$ cat src/hdl/lbr_pkg.sv
// Shared constants and types for the letterbox bilinear resampler.
`default_nettype none

package lbr_pkg;

    localparam int SIDE_BITS   = 8;
    localparam int MAX_SIDE    = 1 << SIDE_BITS;
    localparam int DIM_W       = SIDE_BITS + 1;
    localparam int WEIGHT_BITS = 8;
    localparam int PIX_W       = 24;

    // Scaled source position numerator and its quotient.
    localparam int N_W      = 2 * SIDE_BITS + WEIGHT_BITS;
    localparam int Q_W      = SIDE_BITS + WEIGHT_BITS;
    localparam int RECIP_K  = N_W;
    localparam int RECIP_W  = N_W + 1;

    // Shared iterative divider widths.
    localparam int DIV_W     = RECIP_W;
    localparam int DVS_W     = DIM_W + 1;
    localparam int DIV_CNT_W = $clog2(DIV_W);

    // Four banks split by the parity of column and line.
    localparam int BANK_AW    = 2 * SIDE_BITS - 2;
    localparam int BANK_DEPTH = 1 << BANK_AW;

    // Configuration port.
    localparam int CFG_IDX_W  = 3;
    localparam int CFG_DATA_W = 24;
    localparam logic [CFG_IDX_W-1:0] REG_SOURCE_WIDTH   = 3'd0;
    localparam logic [CFG_IDX_W-1:0] REG_SOURCE_HEIGHT  = 3'd1;
    localparam logic [CFG_IDX_W-1:0] REG_TARGET_WIDTH   = 3'd2;
    localparam logic [CFG_IDX_W-1:0] REG_TARGET_HEIGHT  = 3'd3;
    localparam logic [CFG_IDX_W-1:0] REG_PAD_COLOR      = 3'd4;
    localparam logic [CFG_IDX_W-1:0] REG_SOURCE_PRESENT = 3'd5;

    localparam logic OP_LOAD   = 1'b0;
    localparam logic OP_SAMPLE = 1'b1;

    typedef struct packed {
        logic             start;
        logic [DIV_W-1:0] dividend;
        logic [DVS_W-1:0] divisor;
    } div_req_t;

    typedef struct packed {
        logic             done;
        logic [DIV_W-1:0] quotient;
    } div_rsp_t;

    typedef struct packed {
        logic [DIM_W-1:0]   src;
        logic [DIM_W-1:0]   fit;
        logic [RECIP_W-1:0] recip;
    } loc_cfg_t;

    typedef struct packed {
        logic                 op;
        logic                 in_box;
        logic [SIDE_BITS-1:0] col;
        logic [SIDE_BITS-1:0] row;
        logic [PIX_W-1:0]     pixel;
    } side_t;

endpackage

`default_nettype wire

$ cat src/hdl/lbr_div.sv
// Restoring divider, one quotient bit per cycle, used for the box geometry.
`default_nettype none

module lbr_div
    import lbr_pkg::*;
(
    input  wire logic     clk,
    input  wire logic     rst_n,
    input  wire div_req_t req,
    output div_rsp_t      rsp
);

    logic                 busy_reg;
    logic                 done_reg;
    logic [DIV_CNT_W-1:0] cnt_reg;
    logic [DIV_W-1:0]     dvd_reg;
    logic [DVS_W-1:0]     rem_reg;
    logic [DVS_W-1:0]     dvs_reg;

    logic [DVS_W:0]       trial;
    logic                 ge;
    logic [DVS_W:0]       diff;
    logic [DVS_W-1:0]     rem_next;
    logic [DIV_W-1:0]     dvd_next;

    always_comb
    begin
        trial    = {rem_reg, dvd_reg[DIV_W-1]};
        ge       = (trial >= {1'b0, dvs_reg});
        diff     = trial - {1'b0, dvs_reg};
        rem_next = ge ? diff[DVS_W-1:0] : trial[DVS_W-1:0];
        dvd_next = {dvd_reg[DIV_W-2:0], ge};
    end

    always_ff @(posedge clk or negedge rst_n)
    begin
        if (!rst_n)
        begin
            busy_reg <= 1'b0;
            done_reg <= 1'b0;
            cnt_reg  <= '0;
        end
        else if (req.start)
        begin
            busy_reg <= 1'b1;
            done_reg <= 1'b0;
            cnt_reg  <= '0;
        end
        else if (busy_reg)
        begin
            cnt_reg <= cnt_reg + 1'b1;
            if (cnt_reg == DIV_CNT_W'(DIV_W - 1))
            begin
                busy_reg <= 1'b0;
                done_reg <= 1'b1;
            end
        end
        else
        begin
            done_reg <= 1'b0;
        end
    end

    always_ff @(posedge clk)
    begin
        if (req.start)
        begin
            dvd_reg <= req.dividend;
            dvs_reg <= req.divisor;
            rem_reg <= '0;
        end
        else if (busy_reg)
        begin
            dvd_reg <= dvd_next;
            rem_reg <= rem_next;
        end
    end

    assign rsp.done     = done_reg;
    assign rsp.quotient = dvd_reg;

endmodule

`default_nettype wire

$ cat config.mk
export PLATFORM = sky130hd
export DESIGN_NAME = lbr_div
export DESIGN_NICKNAME = d
export VERILOG_FILES = /design/src/hdl/lbr_pkg.sv /design/src/hdl/lbr_div.sv
export SDC_FILE = /design/constraint.sdc
export NUM_CORES = 1
export LEC_CHECK = 0
export BUFFER_PORTS_ARGS = -buffer_cell sky130_fd_sc_hd__buf_2
export CAP_MARGIN = 20
export CELL_PAD_IN_SITES_DETAIL_PLACEMENT = 0
export CELL_PAD_IN_SITES_GLOBAL_PLACEMENT = 1
export CORE_MARGIN = 10
export CORE_UTILIZATION = 35
export CTS_CLUSTER_SIZE = 30
export DETAILED_ROUTE_END_ITERATION = 7
export HOLD_SLACK_MARGIN = 0.02
export PLACE_DENSITY = 0.64
export SYNTH_ARGS = -nofsm -noshare
export SYNTH_HDL_FRONTEND = slang
export SYNTH_SLANG_ARGS = --single-unit
$ cat constraint.sdc
create_clock -name clk -period 2.9 [get_ports clk]
set_input_delay 0.435 -clock clk [delete_from_list [all_inputs] [get_ports clk]]
set_output_delay 0.435 -clock clk [all_outputs]
set_load 0.05 [all_outputs]
Word-level counts from Yosys, hierarchy flattened. Cells that the tools add are included. W data, S select, Z words.

Input port bits: 38. Word-level logic and storage cells: 23. Bits in registers: 52.

Order comparisons: 1. Add/sub/neg operators: 2. Reduce and logical (&&, ||, !) cells: 1. Eq/ne operators: 2. Mux-type cells: 11.

Operators with widths (count): $mux W25 (2); $ge A11 B10 Y1 (1); $mux W10 (1); $mux W5 (2); $sub A10 B10 Y10 (1); $mux W1 (6); $add A5 B1 Y5 const B (1); $eq A5 B5 Y1 const B (1); $ne A3 B2 Y1 const B (1); $reduce_bool A2 Y1 (1).

Depth between registers and ports, before layout.
Depth in word-level cells: 4. Gate-level depth with buffers: 10. Gate-level depth less buffers: 10.

Worst setup path before layout. OpenSTA, ideal clock, no wires.

Path type: register -> register. From: register dvd_reg[24]. To: register dvd_reg[0] (data pin). Library setup time: 0.260 ns. Data arrival time: 2.147 ns. Path slack: 0.493 ns. Stages on the path, launching flop included: 10. Path through: edfxtp_1 inv_1 ha_1 nor2b_4 o31a_4 o21ai_4 a31oi_4 or2_1 buf_6 mux2_2.

Word-level cells in the longest chain between the ends: 3.

RTL lines: from (decl) (line lbr_div.sv:16) `logic [DIV_W-1:0] dvd_reg;`; from (signal assigned) (line lbr_div.sv:68) `dvd_reg <= req.dividend;`; from (signal assigned) (line lbr_div.sv:74) `dvd_reg <= dvd_next;`; $ge A11 B10 Y1 (line lbr_div.sv:29) `ge = (trial >= {1'b0, dvs_reg});`; $mux W25 (line lbr_div.sv:72) `else if (busy_reg)`; $mux W25 (line lbr_div.sv:66) `if (req.start)`.

No other way between the ends. The select of a mux whose other input is x is not followed. A chain may end at the register's enable or synchronous reset.

Worst setup path in the final report.
From: register dvs_reg[1]. To: register dvd_reg[0] (data pin).

Word-level cells in the longest chain between the ends: 3.

RTL lines: from (decl) (line lbr_div.sv:18) `logic [DVS_W-1:0] dvs_reg;`; from (signal assigned) (line lbr_div.sv:69) `dvs_reg <= req.divisor;`; $ge A11 B10 Y1 (line lbr_div.sv:29); $mux W25 (line lbr_div.sv:72); $mux W25 (line lbr_div.sv:66).

No other way between the ends. The select of a mux whose other input is x is not followed.

==> run metrics <==
status=complete, no violations; Worst path top cell family by delay=compound AO/OA/AOI/OAI gates; crit path max fanout=14; crit-path cells=inv_1 > ha_1 > nor2b_4 > o31a_4 > o21ai_4 > a31oi_4 > or2_1 > mux2_2; clk_skew=roughly 0.0074 ns; CTS buffer count=5; YS warnings=0; initial antenna violation count=0; CTS tree=yes; Post-DP HPWL=4647 um; Post-CTS Resized=0; power per cell area=710.1 nW/um^2; number of flip-flops in the largest register=25; slowest cell on the critical path=or2_1; wire length per cell=15.38 um; post-synthesis instance area=2714 sq um; crit path kind=reg -> reg; Top FF cell, synth=edfxtp_1; Die Wd=about 110 um; Slew Limit Headroom=71.52%; static leakage=1.385 nW; Critical Path Source Type=flip-flop; Tcrit/Tclk final=between 80 and 90%; final net count=approximately 340; Peak Freq=409.2 MHz; ant diodes=0; first-pass GRT wire length=9991 um; number of global-route vias before repair=1965; final WL=5966 um; largest net degree at the start of global routing=26; GRT overflow=0; crit path time final=2.444 ns; Syn Inst Count=218; detail-routed via count per cell=4.724; commonest non-fill, non-tap cell in the layout=buf_2; flops & latches, synth=52; Sink Count=52; I/O Buffers=63; crit path DAT=~2.5 ns; most frequent cells in the layout=buf_2 (63), edfxtp_1 (35), mux2_2 (25), inv_1 (18); Fin. Hold Viols=0; # rows=32; Net Count, Synth=269; highest routed metal layer=met4; Setup-failing EPs final=0; Initial DRC Count=89; RSZ-0062 raised after global routing=false; clock-pin slew on the worst setup and hold paths=roughly 0.1 ns; sequential-to-total area share from yosys stat=52.56%; H-tree level count=2; die area=11680 sq um; wl on met1=2824 um; Setup Fix Bufs, Post-CTS=0; gr usage total=10.60%; number of synthesized flops with an enable pin=35; IR drop worst, VDD=0.0003134 V; Placer Congestion=0.7499; maximum clock insertion buffer count=2; unique cell type count in the Yosys netlist=between 50 and 60; Slew @ Worst Pin=0.4256 ns; Worst Path Required=2.97 ns; DRC=0; top-level port count=64; Mean Syn Cell Area=12.45 sq um; Worst setup EP type=flip-flop; Final Power=between 0.002 and 0.0025 W; core area=between 7000 and 8000 sq um; DIE HEIGHT=108.1 um; met3 wire length=572 um; Final ANT Viol Nets=0; Hold Path Class=in -> reg; Clk Latency, worst-skew pair=0.31 ns; crit path buf inv count=1; router iterations before antenna repair=4; Worst path max stage delay=0.39 ns; Post-synth ARST share=13.46%; DR WL met2=2509 um; # fillers=742; P&R area growth vs syn=19.87%; CTS root buf=clkbuf_8; Max-Cap Viols=0; layout cells sized above 1=approximately two fifths; DR vias=1833; max-slew violation total from the final report=0; setup_tns=0 ns; starting density of the core=between 30% and 40%
==> worst reg2reg max path, delay by kind of cell, from the launching register on <==
family | cells | cell delay [ns]
and+or+nand+nor | 2 | 0.53
adders and majority gates | 1 | 0.24
muxes | 1 | 0.30
AOI/OAI and AO/OA | 3 | 0.66
DFF | 1 | 0.38
buffers and inverters | 1 | 0.10
==> area by class of cell <==
class | instances | area, sq um | area share (%)
clock inverters | 3 | 25.02 | 0.7692
well taps | 102 | 127.6 | 3.923
flip-flops and latches | 52 | 1426 | 43.85
inverters | 18 | 67.56 | 2.077
multi-input cells | 137 | 1160 | 35.65
clock buffers | 5 | 68.82 | 2.115
repair buffers | 71 | 377.9 | 11.62
==> per-stage QoR <==
step                      instance area (sq um)  utilization [%]  instances  setup WS (ns)  hold slack (ns)
final                                      3253            42.54        388         0.4562           0.2973
after global routing                       3253            42.54        388         0.3325           0.2780
after CTS                                  3253            42.54        388         0.4527           0.2890
after detailed placement                   3149            41.18        379         0.4654           0.2801
after global placement                     3149            41.18        379         0.4828           0.2769
after floorplan                            2714                -        218         0.4926           0.1394
==> where the power goes <==
part / switching (W) / internal, W / total, W
clock: 0.000262 / 0.000177 / 0.000438
sequential: 0.0000718 / 0.000906 / 0.000978
combinational: 0.000532 / 0.000362 / 0.000894
==> per-layer routing <==
metal	GRT usage (%)	vias to the layer above
li1	-	932
met1	14.41	833
met2	14.78	63
met3	4.819	5
met4	2.863	0
met5	0	-
==> cell usage after synthesis (3+ instances only) <==
library cell / n / area [sq um]
a21o_1: 4 / 30.03
o211ai_1: 6 / 45.04
a311oi_2: 3 / 45.04
nand2_1: 12 / 45.04
o21ai_1: 5 / 25.02
xnor2_1: 6 / 52.55
clkbuf_1: 5 / 18.77
dfrtp_1: 7 / 175.2
edfxtp_1: 35 / 1051
mux2_2: 25 / 281.5
o21ai_0: 4 / 20.02
or3_1: 3 / 18.77
nor2_1: 9 / 33.78
o21bai_1: 3 / 22.52
xor2_1: 4 / 35.03
inv_1: 18 / 67.56
nand2b_1: 3 / 18.77
dfxtp_1: 10 / 200.2
ha_1: 12 / 150.1
a21oi_1: 4 / 20.02
buf_1: 3 / 11.26
==> final timing paths <==
| check | cells past startpoint | slack, ns | from | to |
|---|---|---|---|---|
| max | 8 | 0.46 | dvs_reg[1] | dvd_reg[0] |
| min | 1 | 0.30 | req[8] | dvs_reg[8] |
| max reg2reg | 8 | 0.46 | dvs_reg[1] | dvd_reg[0] |
| min reg2reg | 2 | 0.52 | rem_reg[8] | rem_reg[8] |
| max in group asynchronous | 2 | 2.26 | rst_n | busy_reg |
| min in group asynchronous | 2 | 0.48 | rst_n | cnt_reg[2] |
==> timing repair <==
action / 4_1_cts / 5_1_grt
endpoints found under the hold margin: 7 / 0
setup endpoints to repair: 0 / 0
hold buffers: 1 / 0
==> cell families (layout without fill, tap and decap cells) <==
group | count (synthesis) | count (layout) | synth area share (%)
AOI/OAI and AO/OA | 47 | 47 | 14.39
xor gates and xnor gates | 10 | 10 | 3.227
adders and majority gates | 13 | 13 | 6.270
buffers and inverters | 29 | 97 | 4.703
DFF | 52 | 52 | 52.56
muxes | 26 | 26 | 10.74
and+or+nand+nor | 41 | 41 | 8.115
Power figures use the tool's default switching activity.
