==> config.mk <==
export PLATFORM = sky130hd
export DESIGN_NAME = lbr_locate
export DESIGN_NICKNAME = d
export VERILOG_FILES = /design/src/hdl/lbr_pkg.sv /design/src/hdl/lbr_locate.sv
export SDC_FILE = /design/constraint.sdc
export NUM_CORES = 1
export LEC_CHECK = 0
export ABC_AREA = 1
export BUFFER_PORTS_ARGS = -buffer_cell sky130_fd_sc_hd__buf_2
export CORE_MARGIN = 5
export CORE_UTILIZATION = 55
export CTS_BUF_LIST = sky130_fd_sc_hd__clkbuf_4 sky130_fd_sc_hd__clkbuf_8 sky130_fd_sc_hd__clkbuf_16
export DETAILED_ROUTE_END_ITERATION = 10
export PLACE_DENSITY = 0.75
export SLEW_MARGIN = 25
export SYNTH_ARGS = -nofsm -noshare
export SYNTH_HDL_FRONTEND = slang
export SYNTH_SLANG_ARGS = --single-unit
==> constraint.sdc <==
create_clock -name clk -period 6.4 [get_ports clk]
set_input_delay 0.64 -clock clk [delete_from_list [all_inputs] [get_ports clk]]
set_output_delay 0.64 -clock clk [all_outputs]
set_load 0.01 [all_outputs]
==> src/hdl/lbr_pkg.sv <==
// Shared constants and types for the letterbox bilinear resampler.
`default_nettype none

package lbr_pkg;

    localparam int SIDE_BITS   = 8;
    localparam int MAX_SIDE    = 1 << SIDE_BITS;
    localparam int DIM_W       = SIDE_BITS + 1;
    localparam int WEIGHT_BITS = 8;
    localparam int PIX_W       = 24;

    // Scaled source position numerator and its quotient.
    localparam int N_W      = 2 * SIDE_BITS + WEIGHT_BITS;
    localparam int Q_W      = SIDE_BITS + WEIGHT_BITS;
    localparam int RECIP_K  = N_W;
    localparam int RECIP_W  = N_W + 1;

    // Shared iterative divider widths.
    localparam int DIV_W     = RECIP_W;
    localparam int DVS_W     = DIM_W + 1;
    localparam int DIV_CNT_W = $clog2(DIV_W);

    // Four banks split by the parity of column and line.
    localparam int BANK_AW    = 2 * SIDE_BITS - 2;
    localparam int BANK_DEPTH = 1 << BANK_AW;

    // Configuration port.
    localparam int CFG_IDX_W  = 3;
    localparam int CFG_DATA_W = 24;
    localparam logic [CFG_IDX_W-1:0] REG_SOURCE_WIDTH   = 3'd0;
    localparam logic [CFG_IDX_W-1:0] REG_SOURCE_HEIGHT  = 3'd1;
    localparam logic [CFG_IDX_W-1:0] REG_TARGET_WIDTH   = 3'd2;
    localparam logic [CFG_IDX_W-1:0] REG_TARGET_HEIGHT  = 3'd3;
    localparam logic [CFG_IDX_W-1:0] REG_PAD_COLOR      = 3'd4;
    localparam logic [CFG_IDX_W-1:0] REG_SOURCE_PRESENT = 3'd5;

    localparam logic OP_LOAD   = 1'b0;
    localparam logic OP_SAMPLE = 1'b1;

    typedef struct packed {
        logic             start;
        logic [DIV_W-1:0] dividend;
        logic [DVS_W-1:0] divisor;
    } div_req_t;

    typedef struct packed {
        logic             done;
        logic [DIV_W-1:0] quotient;
    } div_rsp_t;

    typedef struct packed {
        logic [DIM_W-1:0]   src;
        logic [DIM_W-1:0]   fit;
        logic [RECIP_W-1:0] recip;
    } loc_cfg_t;

    typedef struct packed {
        logic                 op;
        logic                 in_box;
        logic [SIDE_BITS-1:0] col;
        logic [SIDE_BITS-1:0] row;
        logic [PIX_W-1:0]     pixel;
    } side_t;

endpackage

`default_nettype wire

==> src/hdl/lbr_locate.sv <==
// Four-stage pipeline mapping a box coordinate to two source taps and a weight.
`default_nettype none

module lbr_locate
    import lbr_pkg::*;
(
    input  wire logic                   clk,
    input  wire logic                   en,
    input  wire logic [SIDE_BITS-1:0]   d,
    input  wire loc_cfg_t               cfg,
    output logic [SIDE_BITS-1:0]        p0,
    output logic [SIDE_BITS-1:0]        p1,
    output logic [WEIGHT_BITS-1:0]      w
);

    localparam int PA_W  = 2 * DIM_W;
    localparam int PB_W  = N_W + RECIP_W;
    localparam int REM_W = Q_W + DIM_W;
    localparam logic [Q_W:0] HALF = (Q_W + 1)'(1 << (WEIGHT_BITS - 1));

    logic [N_W-1:0]       n_reg;
    logic [N_W-1:0]       nb_reg;
    logic [Q_W-1:0]       qe_reg;
    logic [Q_W-1:0]       q_reg;
    logic [SIDE_BITS-1:0] p0_reg;
    logic [SIDE_BITS-1:0] p1_reg;
    logic [WEIGHT_BITS-1:0] w_reg;

    logic [PA_W-1:0]      prod_a;
    logic [N_W-1:0]       n_next;
    logic [PB_W-1:0]      prod_b;
    logic [REM_W-1:0]     back;
    logic [REM_W-1:0]     rem;
    logic [Q_W-1:0]       q_next;
    logic [Q_W:0]         qs;
    logic [SIDE_BITS-1:0] base;
    logic [DIM_W-1:0]     base1;
    logic [DIM_W-1:0]     lim;

    always_comb
    begin
        // The numerator is (2d+1)*src scaled by half a weight unit.
        prod_a = PA_W'({d, 1'b1}) * PA_W'(cfg.src);
        n_next = N_W'(prod_a) << (WEIGHT_BITS - 1);
        prod_b = PB_W'(n_reg) * PB_W'(cfg.recip);
        // The reciprocal estimate is at most one low; one compare fixes it.
        back   = REM_W'(qe_reg) * REM_W'(cfg.fit);
        rem    = REM_W'(nb_reg) - back;
        q_next = qe_reg + Q_W'(rem >= REM_W'(cfg.fit));
        qs     = {1'b0, q_reg} - HALF;
        base   = qs[Q_W-1:WEIGHT_BITS];
        base1  = {1'b0, base} + 1'b1;
        lim    = cfg.src - 1'b1;
    end

    always_ff @(posedge clk)
    begin
        if (en)
        begin
            n_reg  <= n_next;
            nb_reg <= n_reg;
            qe_reg <= prod_b[RECIP_K+Q_W-1:RECIP_K];
            q_reg  <= q_next;
            w_reg  <= qs[WEIGHT_BITS-1:0];
            if (qs[Q_W])
            begin
                p0_reg <= '0;
                p1_reg <= '0;
            end
            else
            begin
                p0_reg <= ({1'b0, base} > lim) ? lim[SIDE_BITS-1:0] : base;
                p1_reg <= (base1 > lim) ? lim[SIDE_BITS-1:0] : base1[SIDE_BITS-1:0];
            end
        end
    end

    assign p0 = p0_reg;
    assign p1 = p1_reg;
    assign w  = w_reg;

endmodule

`default_nettype wire

Word level (Yosys, flattened, before mapping) --
Cells that the tools add are included.
Storage, ports and cells: bits of input ports 53, bits in latches 0, RAM bits 0, output and inout port bits 24, logic and storage cells 20, memories kept 0, bits in read-only memories 0, flip-flop bits (word level) 90
Operators by class: $add $sub $neg 5, multipliers 3, magnitude comparators 3, shift-type cells 0, bitwise operators 0, divide/modulo/power cells 0, muxes and demuxes 2, reductions and logical operators 0, equality and inequality tests 0
Operator list (number):
- $mul 17x25->33 | 1
- $ge 25x9->1 | 1
- $mul 16x9->25 | 1
- $sub 24x25->25 | 1
- $mul 9x9->17 | 1
- $sub 16x8->17 const B | 1
- $add 16x1->16 | 1
- $mux 8 | 2
- $add 8x1->9 const B | 1
- $gt 8x9->1 | 1
- $gt 9x9->1 | 1
- $sub 9x1->9 const B | 1

Logic depth before layout (Yosys ltp) --
Gate-level depths: netlist of run 1.
word-level depth 4, mapped depth 34

Worst setup path after synthesis of run 1 --
No wires, ideal clock.
path kind input -> register, from in cfg[26] (netlist name), to reg q_reg[15] (data pin), path buffers 2, data required time 6133 ps, arrival 6431 ps, setup time 267 ps, path slack -298 ps, stages 28, path through clkbuf_1 > clkbuf_1 > nand2_1 > fa_1 > fa_1 > fa_1 > inv_1 > fa_1 > fa_1 > inv_1 > ha_1 > nand2_1 > inv_1 > a21oi_1 > nand2_1 > xor2_1 > ha_1 > nand2_1 > nor4_1 > nor4_1 > nand3_1 > ha_1 > nand2_1 > nor2_1 > nand2_1 > nor3_4 > nand4_1 > xnor2_1
On the way: longest elaborated chain between the ends 4
Ends and longest elaborated chain:
- start: declaration | RTL line lbr_locate.sv:10 | input wire loc_cfg_t cfg,
- $mul 16x9->25 | RTL line lbr_locate.sv:47 | back = REM_W'(qe_reg) * REM_W'(cfg.fit);
- $sub 24x25->25 | RTL line lbr_locate.sv:48 | rem = REM_W'(nb_reg) - back;
- $ge 25x9->1 * | RTL line lbr_locate.sv:49 | q_next = qe_reg + Q_W'(rem >= REM_W'(cfg.fit));
- $add 16x1->16 * | RTL line lbr_locate.sv:49
- named net q_next[15] | RTL line lbr_locate.sv:34 | logic [Q_W-1:0] q_next;
- end signal: assignment | RTL line lbr_locate.sv:63 | q_reg <= q_next;
- end: declaration | RTL line lbr_locate.sv:24 | logic [Q_W-1:0] q_reg;
The timed path passes the listed nets; every way through them passes the cells marked *. A chain may end at the register's enable or synchronous reset.

Worst setup path after layout of run 1 --
from reg qe_reg[6], to reg q_reg[15] (data pin)
On the way: longest elaborated chain between the ends 4
Ends and longest elaborated chain:
- start: declaration | RTL line lbr_locate.sv:23 | logic [Q_W-1:0] qe_reg;
- start signal: assignment | RTL line lbr_locate.sv:62 | qe_reg <= prod_b[RECIP_K+Q_W-1:RECIP_K];
- $mul 16x9->25 | RTL line lbr_locate.sv:47
- $sub 24x25->25 | RTL line lbr_locate.sv:48
- $ge 25x9->1 | RTL line lbr_locate.sv:49
- $add 16x1->16 * | RTL line lbr_locate.sv:49
- named net q_next[15] | RTL line lbr_locate.sv:34
Marks and branches as above.

==> run_results.csv, run 1 <==
group,metric,value,unit
routing,drt_pass1_iterations,6,
timing,finClkSkew,0.0106,ns
critical_path,critical_path.startpoint_type,"register",
routing,vias_per_cell,5.22,
global_routing,antenna_found_initial,1,
yosys,syn_avg_cell_area,7.80,um^2
placement,dp_hpwl,51600,um
clocking,insertion_delay,0.36,ns
min_path,hold_path_class,"register to register",
yosys,synthArstFlopShare,0,
routing,m1WireLength,24500,um
yosys,netlist_top_cells_area,"fa_1 38%, nand2_1 14%, inv_1 14%",
cells_and_area,drive_gt1_frac,0.0841,
timing,finalSetupViolCount,0,
routing,wl_per_cell,16.4,um
timing,fin_crit_sh,0.968,
routing,drt_iter0_markers,1465,
global_routing,overflow,0,
timing,setup_tns,0,ns
timing,worst_pin_slew,1.01,ns
placement,globalplace.congestion,0.944,
clocking,cts_htree_levels,3,
floorplanning,fp.dieW,222,um
routing,routed_wl,62600,um
floorplanning,start_util,0.556,
floorplanning,io_pins,77,
routing,routed.top_layer,"met4",
timing,fmax,161,MHz
min_path,worstHoldStart,"q_reg[0]$_DFFE_PP_",
global_routing,grt_pass1_wl,105000,um
floorplanning,fp.dieH,222,um
timing,max_slew_margin,0.327,
critical_path,crit_path_end_kind,"register",
clocking,cts_num_sinks,90,
routing,ant_nets,0,
timing,post-route-min-period,6.19,ns
yosys,yosys.area.top_type,"fa_1",
yosys,yosys_warnings,0,
clocking,cts_buffer_depth,2,
global_routing,grt_usage,0.260,
cells_and_area,final_cell_mix,"901 x nand2_1, 891 x inv_1, 471 x fa_1",
outcome,status,"complete, no violations",
clocking,clk_pin_slew_worst_paths,0.07,ns
job,maxCapViolations,0,
critical_path,worstPathArrival,6.30,ns
global_routing,first_global_vias,21500,
critical_path,timing.rr.start,"qe_reg[6]$_DFFE_PP_",
yosys,synth_cell_type_count,50,
cells_and_area,areaGrowthSynthToFinish,8.15,%
yosys,ys_seq_area_frac,0.110,
yosys,synth-edff-count,90,
yosys,synth_seq_cells,90,
critical_path,required,6.51,ns
routing,dr_wl_met3,4340,um
yosys,syn_nets,3878,
global_routing,grt_max_degree,67,
critical_path,startpoint,"qe_reg[6]$_DFFE_PP_",
cells_and_area,nets,3935,
yosys,synth_top_cell_area_share,0.383,
clocking,cts_tree,"done",
clocking,numCtsBuffers,9,
routing,vias,19900,
timing,drv_slew,0,
yosys,synth_ff_type,"edfxtp_1",
floorplanning,dieArea,49100,um^2
critical_path,crit_path_max_fanout,5,
routing,dr_wl_met2,31800,um
placement,port_buffers,76,
floorplanning,coreArea,44300,um^2
timing,hold_viol_final,0,
yosys,synth_cells,3160,
critical_path,critPathKind,"register to register",
routing,drc,0,
floorplanning,num_rows,77,
cells_and_area,final_common_cell,"nand2_1",
clocking,postCtsHoldBufs,0,
yosys,syn-cell-area,24600,um^2
clocking,root_buffer,"clkbuf_16",
## path summary, 6_finish.rpt
kind | endpoint | slack, ns | cells past startpoint
min | w[0]$_DFFE_PP_ | 0.42 | 0
max | q_reg[15]$_DFFE_PP_ | 0.21 | 26
max reg2reg | q_reg[15]$_DFFE_PP_ | 0.21 | 26
min reg2reg | w[0]$_DFFE_PP_ | 0.42 | 0
## kinds of logic (layout without fill, tap and decap cells)
family                     Yosys count  count (layout)  synth area share
AOI/OAI and AO/OA                  144             144            0.0325
xor gates and xnor gates            82              82            0.0308
adders and majority gates          665             665             0.481
buffers and inverters             1035            1097             0.160
DFF                                 90              90             0.110
other                                0               1                 0
and+or+nand+nor                   1144            1144             0.186
## cell type report
cell class	instances	area, um^2
Multi-Input combinational cell	2035	18200
Fill cell	3916	17700
Inverter	898	3370
Sequential cell	90	2700
Timing Repair Buffer	183	1310
Tap cell	592	741
Clock buffer	9	225
Clock inverter	7	86.3
Antenna cell	1	2.50
## synth_stat cells (all sizes together) (2+ instances only)
cell type / number
xnor2: 26
o211ai: 3
nor4: 4
fa: 471
or2: 3
ha: 194
a31oi: 6
clkbuf: 112
a21o: 8
buf: 25
o21bai: 7
edfxtp: 90
nand2: 920
nor3: 14
nand3b: 5
and2: 2
inv: 897
xor2: 56
nand4: 16
nand3: 58
and3: 2
a21oi: 82
o2111ai: 2
nor2: 117
o21ai: 32
## per-stage QoR
step | util | cells | worst slack [ns] | hold slack, ns | cell area (um^2)
detailed placement | 0.586 | 3780 | -0.228 | 0.405 | 26000
finish | 0.602 | 3815 | 0.207 | 0.419 | 26700
floorplan | - | 3160 | 0.0301 | 0.400 | 24700
global placement | 0.586 | 3780 | -0.126 | 0.401 | 26000
global route | 0.602 | 3815 | -0.0568 | 0.424 | 26700
CTS | 0.594 | 3799 | 0.00534 | 0.423 | 26300
## repair_timing
item	in CTS	in global routing
endpoints found under the setup margin	2	15
resized for setup	0	46
setup buffers	3	15
pin swaps	0	6
## per-layer routing
metal  vias to the layer above  GRT usage
met5                         -          0
met4                         0     0.0865
met3                       137     0.0357
met2                       760      0.462
met1                      9842      0.330
li1                       9166          -
## critical path, cell delays in order (launching register included)
cell	delay (ns)
edfxtp_1	0.57
nand2_2	0.11
fa_1	0.58
fa_1	0.44
fa_1	0.49
inv_1	0.05
fa_1	0.47
fa_1	0.50
inv_1	0.06
ha_4	0.22
nand2_2	0.09
inv_1	0.06
a21oi_1	0.16
nand2_2	0.09
xor2_1	0.15
ha_1	0.30
nand2_1	0.10
nor4_2	0.22
nor4_1	0.08
nand3_1	0.12
ha_2	0.21
nand2_2	0.08
nor2_4	0.17
nand2_2	0.09
nor3_4	0.21
nand4_1	0.14
xnor2_1	0.17
Power of run 1 is left out: the tool's default activity adds up to more than one toggle a clock period on the data nets, which glitch-free logic cannot reach.
==> run 2: changes to the inputs <==
--- a/config.mk
+++ b/config.mk
@@ -5,7 +5,7 @@
 export SDC_FILE = /design/constraint.sdc
 export NUM_CORES = 1
 export LEC_CHECK = 0
-export ABC_AREA = 1
+export ABC_AREA = 0
 export BUFFER_PORTS_ARGS = -buffer_cell sky130_fd_sc_hd__buf_2
 export CORE_MARGIN = 5
 export CORE_UTILIZATION = 55
==> run 2 against run 1 <==
  * The flow now finishes with violations (setup timing)
  * Worst hold slack better by 0.0032 ns
  * Highest routed layer unchanged
  * Sequential share of layout area is 0.12 points higher
  * Critical path type unchanged
  * Clock skew is 0.0022 ns higher
==> run_results.csv, run 2 <==
group,metric,value,unit
outcome,status,"finished, violations left",
outcome,violations,"setup timing",
critical_path,worstPathArrival,6.53,ns
routing,drt_pass1_iterations,5,
yosys,synth_simple_gate_area_share,0.164,
yosys,synth_top_family_by_area,"adder cells",
timing,fmax,156,MHz
yosys,synthMuxAreaShare,0.00409,
yosys,synth-edff-count,90,
critical_path,critPathKind,"register to register",
yosys,ys_seq_area_frac,0.119,
min_path,holdPathStages,0,
min_path,min_to,"w[3]$_DFFE_PP_",
global_routing,met1_usage,0.321,
critical_path,crit_path_max_fanout,5,
timing,fin_crit_sh,1.00,
timing,finClkSkew,0.0128,ns
critical_path,crit_path_end_kind,"register",
clocking,cts_num_sinks,90,
clocking,numCtsBuffers,9,
critical_path,required,6.52,ns
routing,vias_per_cell,5.45,
cells_and_area,final_cell_mix,"519 x inv_1, 467 x fa_1, 393 x nand2_1",
timing,worst_pin_slew,1.02,ns
routing,vias,17500,
critical_path,slowest_delay,0.51,ns
yosys,synth_top_cell_area_share,0.416,
clocking,root_buffer,"clkbuf_16",
yosys,syn_nets,3141,
placement,dp_hpwl,46700,um
min_path,hold_path_class,"register to register",
yosys,synthArstFlopShare,0,
global_routing,grt_max_degree,78,
cells_and_area,areaGrowthSynthToFinish,16.3,%
routing,ant_nets,0,
yosys,synth_seq_cells,90,
cells_and_area,drive_gt1_frac,0.167,
job,maxCapViolations,0,
global_routing,grt_pass1_wl,91600,um
critical_path,cp_slowest_cell,"fa_1",
critical_path,cp_common_cell,"fa_1",
timing,hold_viol_final,0,
global_routing,first_global_vias,18800,
floorplanning,start_util,0.555,
clocking,insertion_delay,0.36,ns
timing,rsz0062_at_grt,"yes",
global_routing,antenna_found_initial,0,
floorplanning,coreArea,40800,um^2
cells_and_area,n_antenna_cell,0,
critical_path,ff2ff_path_depth,27,
critical_path,critical_path.startpoint_type,"register",
global_routing,grtUsageMet3,0.0375,
clocking,cts_tree,"done",
placement,port_buffers,76,
yosys,synth_compound_area_frac,0.0484,
yosys,syn-cell-area,22700,um^2
placement,globalplace.congestion,0.925,
yosys,yosys_warnings,0,
routing,routed_wl,57600,um
critical_path,timing.rr.start,"qe_reg[11]$_DFFE_PP_",
cells_and_area,nets,3390,
placement,pre_cts_ws,-0.533,ns
yosys,yosysMostFrequentCell,"inv_1",
yosys,synth_fa_ha_area_frac,0.523,
critical_path,r2r_slack,-0.01,ns
floorplanning,dieArea,45300,um^2
yosys,synth_cells,2423,
timing,fin_ws,-0.0116,ns
min_path,worstHoldStart,"q_reg[3]$_DFFE_PP_",
global_routing,met2_usage,0.442,
timing,post-route-min-period,6.41,ns
global_routing,overflow,0,
yosys,netlist_top_cells_area,"fa_1 42%, edfxtp_1 12%, ha_1 11%",
clocking,clk_pin_slew_worst_paths,0.08,ns
critical_path,rr_endpoint,"q_reg[12]$_DFFE_PP_",
floorplanning,fp.dieW,213,um
floorplanning,io_pins,77,
global_routing,grt-busiest-layer,"met2",
routing,wl_per_cell,18.0,um
yosys,synth_ff_type,"edfxtp_1",
yosys,yosys.area.top_type,"fa_1",
yosys,netlist_top_cells_count,"534 x inv_1, 471 x fa_1, 403 x nand2_1, 235 x and2_1, 194 x ha_1",
floorplanning,num_rows,74,
cells_and_area,final_common_cell,"inv_1",
timing,drv_slew,0,
timing,finalSetupViolCount,2,
timing,max_slew_margin,0.321,
yosys,syn_avg_cell_area,9.35,um^2
clocking,cts_htree_levels,3,
yosys,synth_xor_area_frac,0.0352,
clocking,cts_buffer_depth,2,
routing,drc,0,
floorplanning,fp.dieH,213,um
routing,drt_iter0_markers,1113,
global_routing,grt_usage,0.253,
yosys,synth_cell_type_count,62,
==> run 2: changes by cell type after synthesis, moves of 39 or more <==
| cell | previous run | this run |
|---|---|---|
| nand2_1 | 914 | 403 |
| inv_1 | 891 | 534 |
| and2_1 | 2 | 235 |
| nor2_1 | 111 | 47 |
| a21oi_1 | 81 | 36 |
| xnor2_1 | 25 | 64 |
==> run 2: worst max path at each step <==
stage	from	endpoint	depth (start not counted)	slack, ns
2_1_floorplan	cfg[26]	q_reg[15]$_DFFE_PP_	24	0.002
3_3_place_gp	cfg[28]	q_reg[15]$_DFFE_PP_	29	-0.38
3_5_place_dp	cfg[28]	q_reg[12]$_DFFE_PP_	27	-0.53
4_1_cts	qe_reg[10]$_DFFE_PP_	q_reg[15]$_DFFE_PP_	27	-0.06
5_1_grt	qe_reg[11]$_DFFE_PP_	q_reg[14]$_DFFE_PP_	27	-0.20
6_report	qe_reg[11]$_DFFE_PP_	q_reg[12]$_DFFE_PP_	27	-0.01
==> run 2: area by class of cell <==
| type | instances | area [um^2] |
|---|---|---|
| Sequential cell | 90 | 2700 |
| Tap cell | 532 | 666 |
| Timing Repair Buffer | 340 | 2650 |
| Fill cell | 3121 | 14500 |
| Clock inverter | 7 | 90.1 |
| Inverter | 534 | 2000 |
| Multi-Input combinational cell | 1697 | 18000 |
| Clock buffer | 9 | 225 |
==> run 2: metal layers <==
layer	routed length, um	part of all wire
met5	0	0
met4	2650	0.046
met3	3620	0.063
met2	29000	0.50
met1	22400	0.39
==> run 2: cell families after synthesis <==
kind of cell    after synthesis
mux                           9
flops                        90
simple gates                775
xor+xnor                     91
compound gates              157
fa+ha+maj                   665
buf+inv                     636
==> run 2: timing repair <==
action,4_1_cts,5_1_grt
cloned,0,3
setup buffers,18,34
resized for setup,28,86
setup endpoints to repair,18,26
hold buffers,0,0
pin swaps,17,51
==> run 2: through the flow <==
step | hold WS, ns | cell area, um^2 | utilization | setup TNS (ns) | instances
4_1_cts | 0.426 | 25600 | 0.628 | -0.525 | 3174
3_5_place_dp | 0.410 | 25100 | 0.614 | -8.06 | 3140
6_report | 0.423 | 26300 | 0.645 | -0.0149 | 3209
5_1_grt | 0.434 | 26300 | 0.645 | -2.02 | 3209
3_3_place_gp | 0.401 | 25100 | 0.614 | -5.36 | 3140
2_1_floorplan | 0.400 | 22700 | - | 0 | 2423
==> run 2: worst max-delay path, delay by kind of cell, from the launching register on <==
kind / cells / cell delay (ns)
AO/OA/AOI/OAI: 4 / 0.86
XOR/XNOR: 1 / 0.14
adder cells (fa/ha/maj): 7 / 2.94
buffers and inverters: 8 / 0.81
flip-flops: 1 / 0.47
multiplexers: 1 / 0.20
AND/OR/NAND/NOR: 6 / 0.73
Power of run 2 is left out for the same reason.
==> run 3: changes to the inputs <==
--- a/config.mk
+++ b/config.mk
@@ -8,10 +8,11 @@
 export ABC_AREA = 0
 export BUFFER_PORTS_ARGS = -buffer_cell sky130_fd_sc_hd__buf_2
 export CORE_MARGIN = 5
-export CORE_UTILIZATION = 55
+export CORE_UTILIZATION = 50
 export CTS_BUF_LIST = sky130_fd_sc_hd__clkbuf_4 sky130_fd_sc_hd__clkbuf_8 sky130_fd_sc_hd__clkbuf_16
 export DETAILED_ROUTE_END_ITERATION = 10
-export PLACE_DENSITY = 0.75
+export GPL_TIMING_DRIVEN = 0
+export PLACE_DENSITY = 0.69
 export SLEW_MARGIN = 25
 export SYNTH_ARGS = -nofsm -noshare
 export SYNTH_HDL_FRONTEND = slang
==> run 3 against run 2 <==
  * The flow still finishes with violations (setup timing)
  * Final cell count about the same
  * Non-clock buffer count decreased by 68
  * Clock-buffer cell count increased by 1
  * Fmax decreased by 3.7%
  * Register-to-register slack got worse by 0.25 ns
  * Final area decreased by 1.4%
  * Wire length increased by 5.4%
  * Highest routed layer is now met5
  * Clock skew decreased by 0.0030 ns
  * Sequential cell count unchanged
==> run_results.csv, run 3 (synthesized netlist as in run 2, its figures left out) <==
group,metric,value,unit
outcome,status,"finished, violations left",
outcome,violations,"setup timing",
timing,rsz0062_at_grt,"yes",
clocking,insertion_delay,0.36,ns
global_routing,antenna_found_initial,1,
critical_path,worstPathArrival,6.77,ns
global_routing,grt_usage,0.245,
min_path,worstHoldStart,"q_reg[5]$_DFFE_PP_",
critical_path,ff2ff_path_depth,25,
min_path,hold_path_class,"register to register",
critical_path,r2r_slack,-0.26,ns
timing,finalSetupViolCount,10,
routing,vias_per_cell,5.38,
cells_and_area,final_common_cell,"inv_1",
timing,max_slew_margin,0.292,
critical_path,rr_endpoint,"q_reg[15]$_DFFE_PP_",
floorplanning,dieArea,49700,um^2
cells_and_area,stdcell_area,26000,um^2
critical_path,critical_path.startpoint_type,"register",
placement,dp_hpwl,47300,um
timing,fmax,150,MHz
cells_and_area,final_cell_mix,"528 x inv_1, 466 x fa_1, 390 x nand2_1",
timing,fin_ws,-0.261,ns
timing,fin_crit_sh,1.04,
job,maxCapViolations,0,
cells_and_area,final_util,0.576,
critical_path,timing.rr.start,"qe_reg[7]$_DFFE_PP_",
floorplanning,num_rows,78,
placement,globalplace.congestion,0.952,
timing,drv_slew,0,
cells_and_area,drive_gt1_frac,0.141,
cells_and_area,areaGrowthSynthToFinish,14.6,%
cells_and_area,nets,3322,
clocking,clk_pin_slew_worst_paths,0.07,ns
min_path,min_to,"w[5]$_DFFE_PP_",
global_routing,grt_pass1_wl,96400,um
routing,drc,0,
critical_path,crit_path_max_fanout,6,
timing,worst_pin_slew,1.04,ns
global_routing,overflow,0,
routing,wl_per_cell,18.9,um
clocking,cts_num_sinks,90,
critical_path,critPathKind,"register to register",
floorplanning,fp.dieH,223,um
routing,drt_iter0_markers,1133,
critical_path,required,6.51,ns
clocking,numCtsBuffers,9,
placement,port_buffers,69,
floorplanning,io_pins,77,
min_path,holdPathStages,0,
clocking,cts_buffer_depth,2,
routing,drt_pass1_iterations,6,
clocking,cts_htree_levels,3,
routing,routed_wl,60700,um
floorplanning,fp.dieW,223,um
floorplanning,coreArea,45100,um^2
clocking,cts_tree,"done",
placement,placed_area,23800,um^2
global_routing,grt_max_degree,58,
clocking,root_buffer,"clkbuf_16",
global_routing,first_global_vias,18300,
floorplanning,start_util,0.502,
timing,finClkSkew,0.00975,ns
timing,hold_viol_final,0,
timing,post-route-min-period,6.66,ns
routing,vias,17300,
critical_path,crit_path_end_kind,"register",
routing,ant_nets,0,
==> run 3: cell count changes in the layout (fill, tap and decap cells not counted), moves of 4 or more <==
cell / before / now
clkbuf_8: 0 / 10
inv_2: 15 / 5
clkbuf_1: 0 / 25
clkbuf_2: 0 / 17
buf_8: 1 / 13
buf_4: 236 / 108
inv_1: 519 / 528
buf_12: 13 / 4
ha_1: 181 / 175
clkbuf_4: 3 / 7
==> run 3: worst max-delay path by stage <==
stage                    startpoint             endpoint  slack, ns  depth (start not counted)
2_1_floorplan               cfg[26]  q_reg[15]$_DFFE_PP_      0.002                         24
3_3_place_gp                cfg[26]  q_reg[15]$_DFFE_PP_      -1.25                         26
3_5_place_dp                cfg[32]  q_reg[15]$_DFFE_PP_      -1.30                         26
4_1_cts        qe_reg[10]$_DFFE_PP_  q_reg[15]$_DFFE_PP_      -0.21                         26
5_1_grt        qe_reg[11]$_DFFE_PP_  q_reg[15]$_DFFE_PP_      -0.43                         25
6_report        qe_reg[7]$_DFFE_PP_  q_reg[15]$_DFFE_PP_      -0.26                         25
==> run 3: per-layer routing <==
metal	track usage	wire length, um
met3	0.0366	4450
met1	0.324	23800
met2	0.416	30300
met5	0	13
met4	0.0812	2170
==> run 3: metrics by stage <==
step	hold WS, ns	setup TNS [ns]	setup WS, ns	instances
3_5_place_dp	0.405	-25.58	-1.30	3093
4_1_cts	0.420	-1.27	-0.212	3171
2_1_floorplan	0.400	0	0.00157	2423
6_report	0.418	-1.79	-0.261	3210
5_1_grt	0.428	-4.56	-0.429	3209
3_3_place_gp	0.400	-25.11	-1.25	3092
==> run 3: what timing repair did <==
item | in CTS | in global routing
hold buffers | 0 | 0
buffers inserted | 71 | 41
cloned | 0 | 1
resized for setup | 170 | 141
endpoints found under the setup margin | 32 | 25
pin swaps | 46 | 62
==> run 3: worst max-delay path, cell delays in order (launching register included) <==
cell and delay [ns]:
edfxtp_1 0.49, clkbuf_8 0.21, buf_6 0.13, and2_1 0.14
fa_1 0.47, inv_1 0.05, fa_1 0.47, fa_1 0.58
fa_1 0.47, fa_1 0.54, ha_4 0.29, o21a_1 0.12
o21ai_2 0.07, a21boi_2 0.20, nand2_2 0.10, o311a_4 0.34
o31ai_4 0.29, o21ai_2 0.11, xnor2_2 0.17, o2111ai_2 0.11
ha_2 0.27, nand2_4 0.08, nor2_4 0.15, and3_4 0.27
nand4_1 0.12, xnor2_1 0.15
==> run 3: layout make-up <==
| cell class | count | area [um^2] |
|---|---|---|
| diodes | 1 | 2.50 |
| well taps | 600 | 751 |
| clock inverters | 6 | 41.3 |
| flip-flops and latches | 90 | 2700 |
| inverters | 534 | 2010 |
| plain buffers | 91 | 736 |
| fillers | 3970 | 19100 |
| repair buffers | 181 | 1320 |
| multi-input cells | 1697 | 18200 |
| clock buffers | 10 | 233 |
Power of run 3 is left out for the same reason.
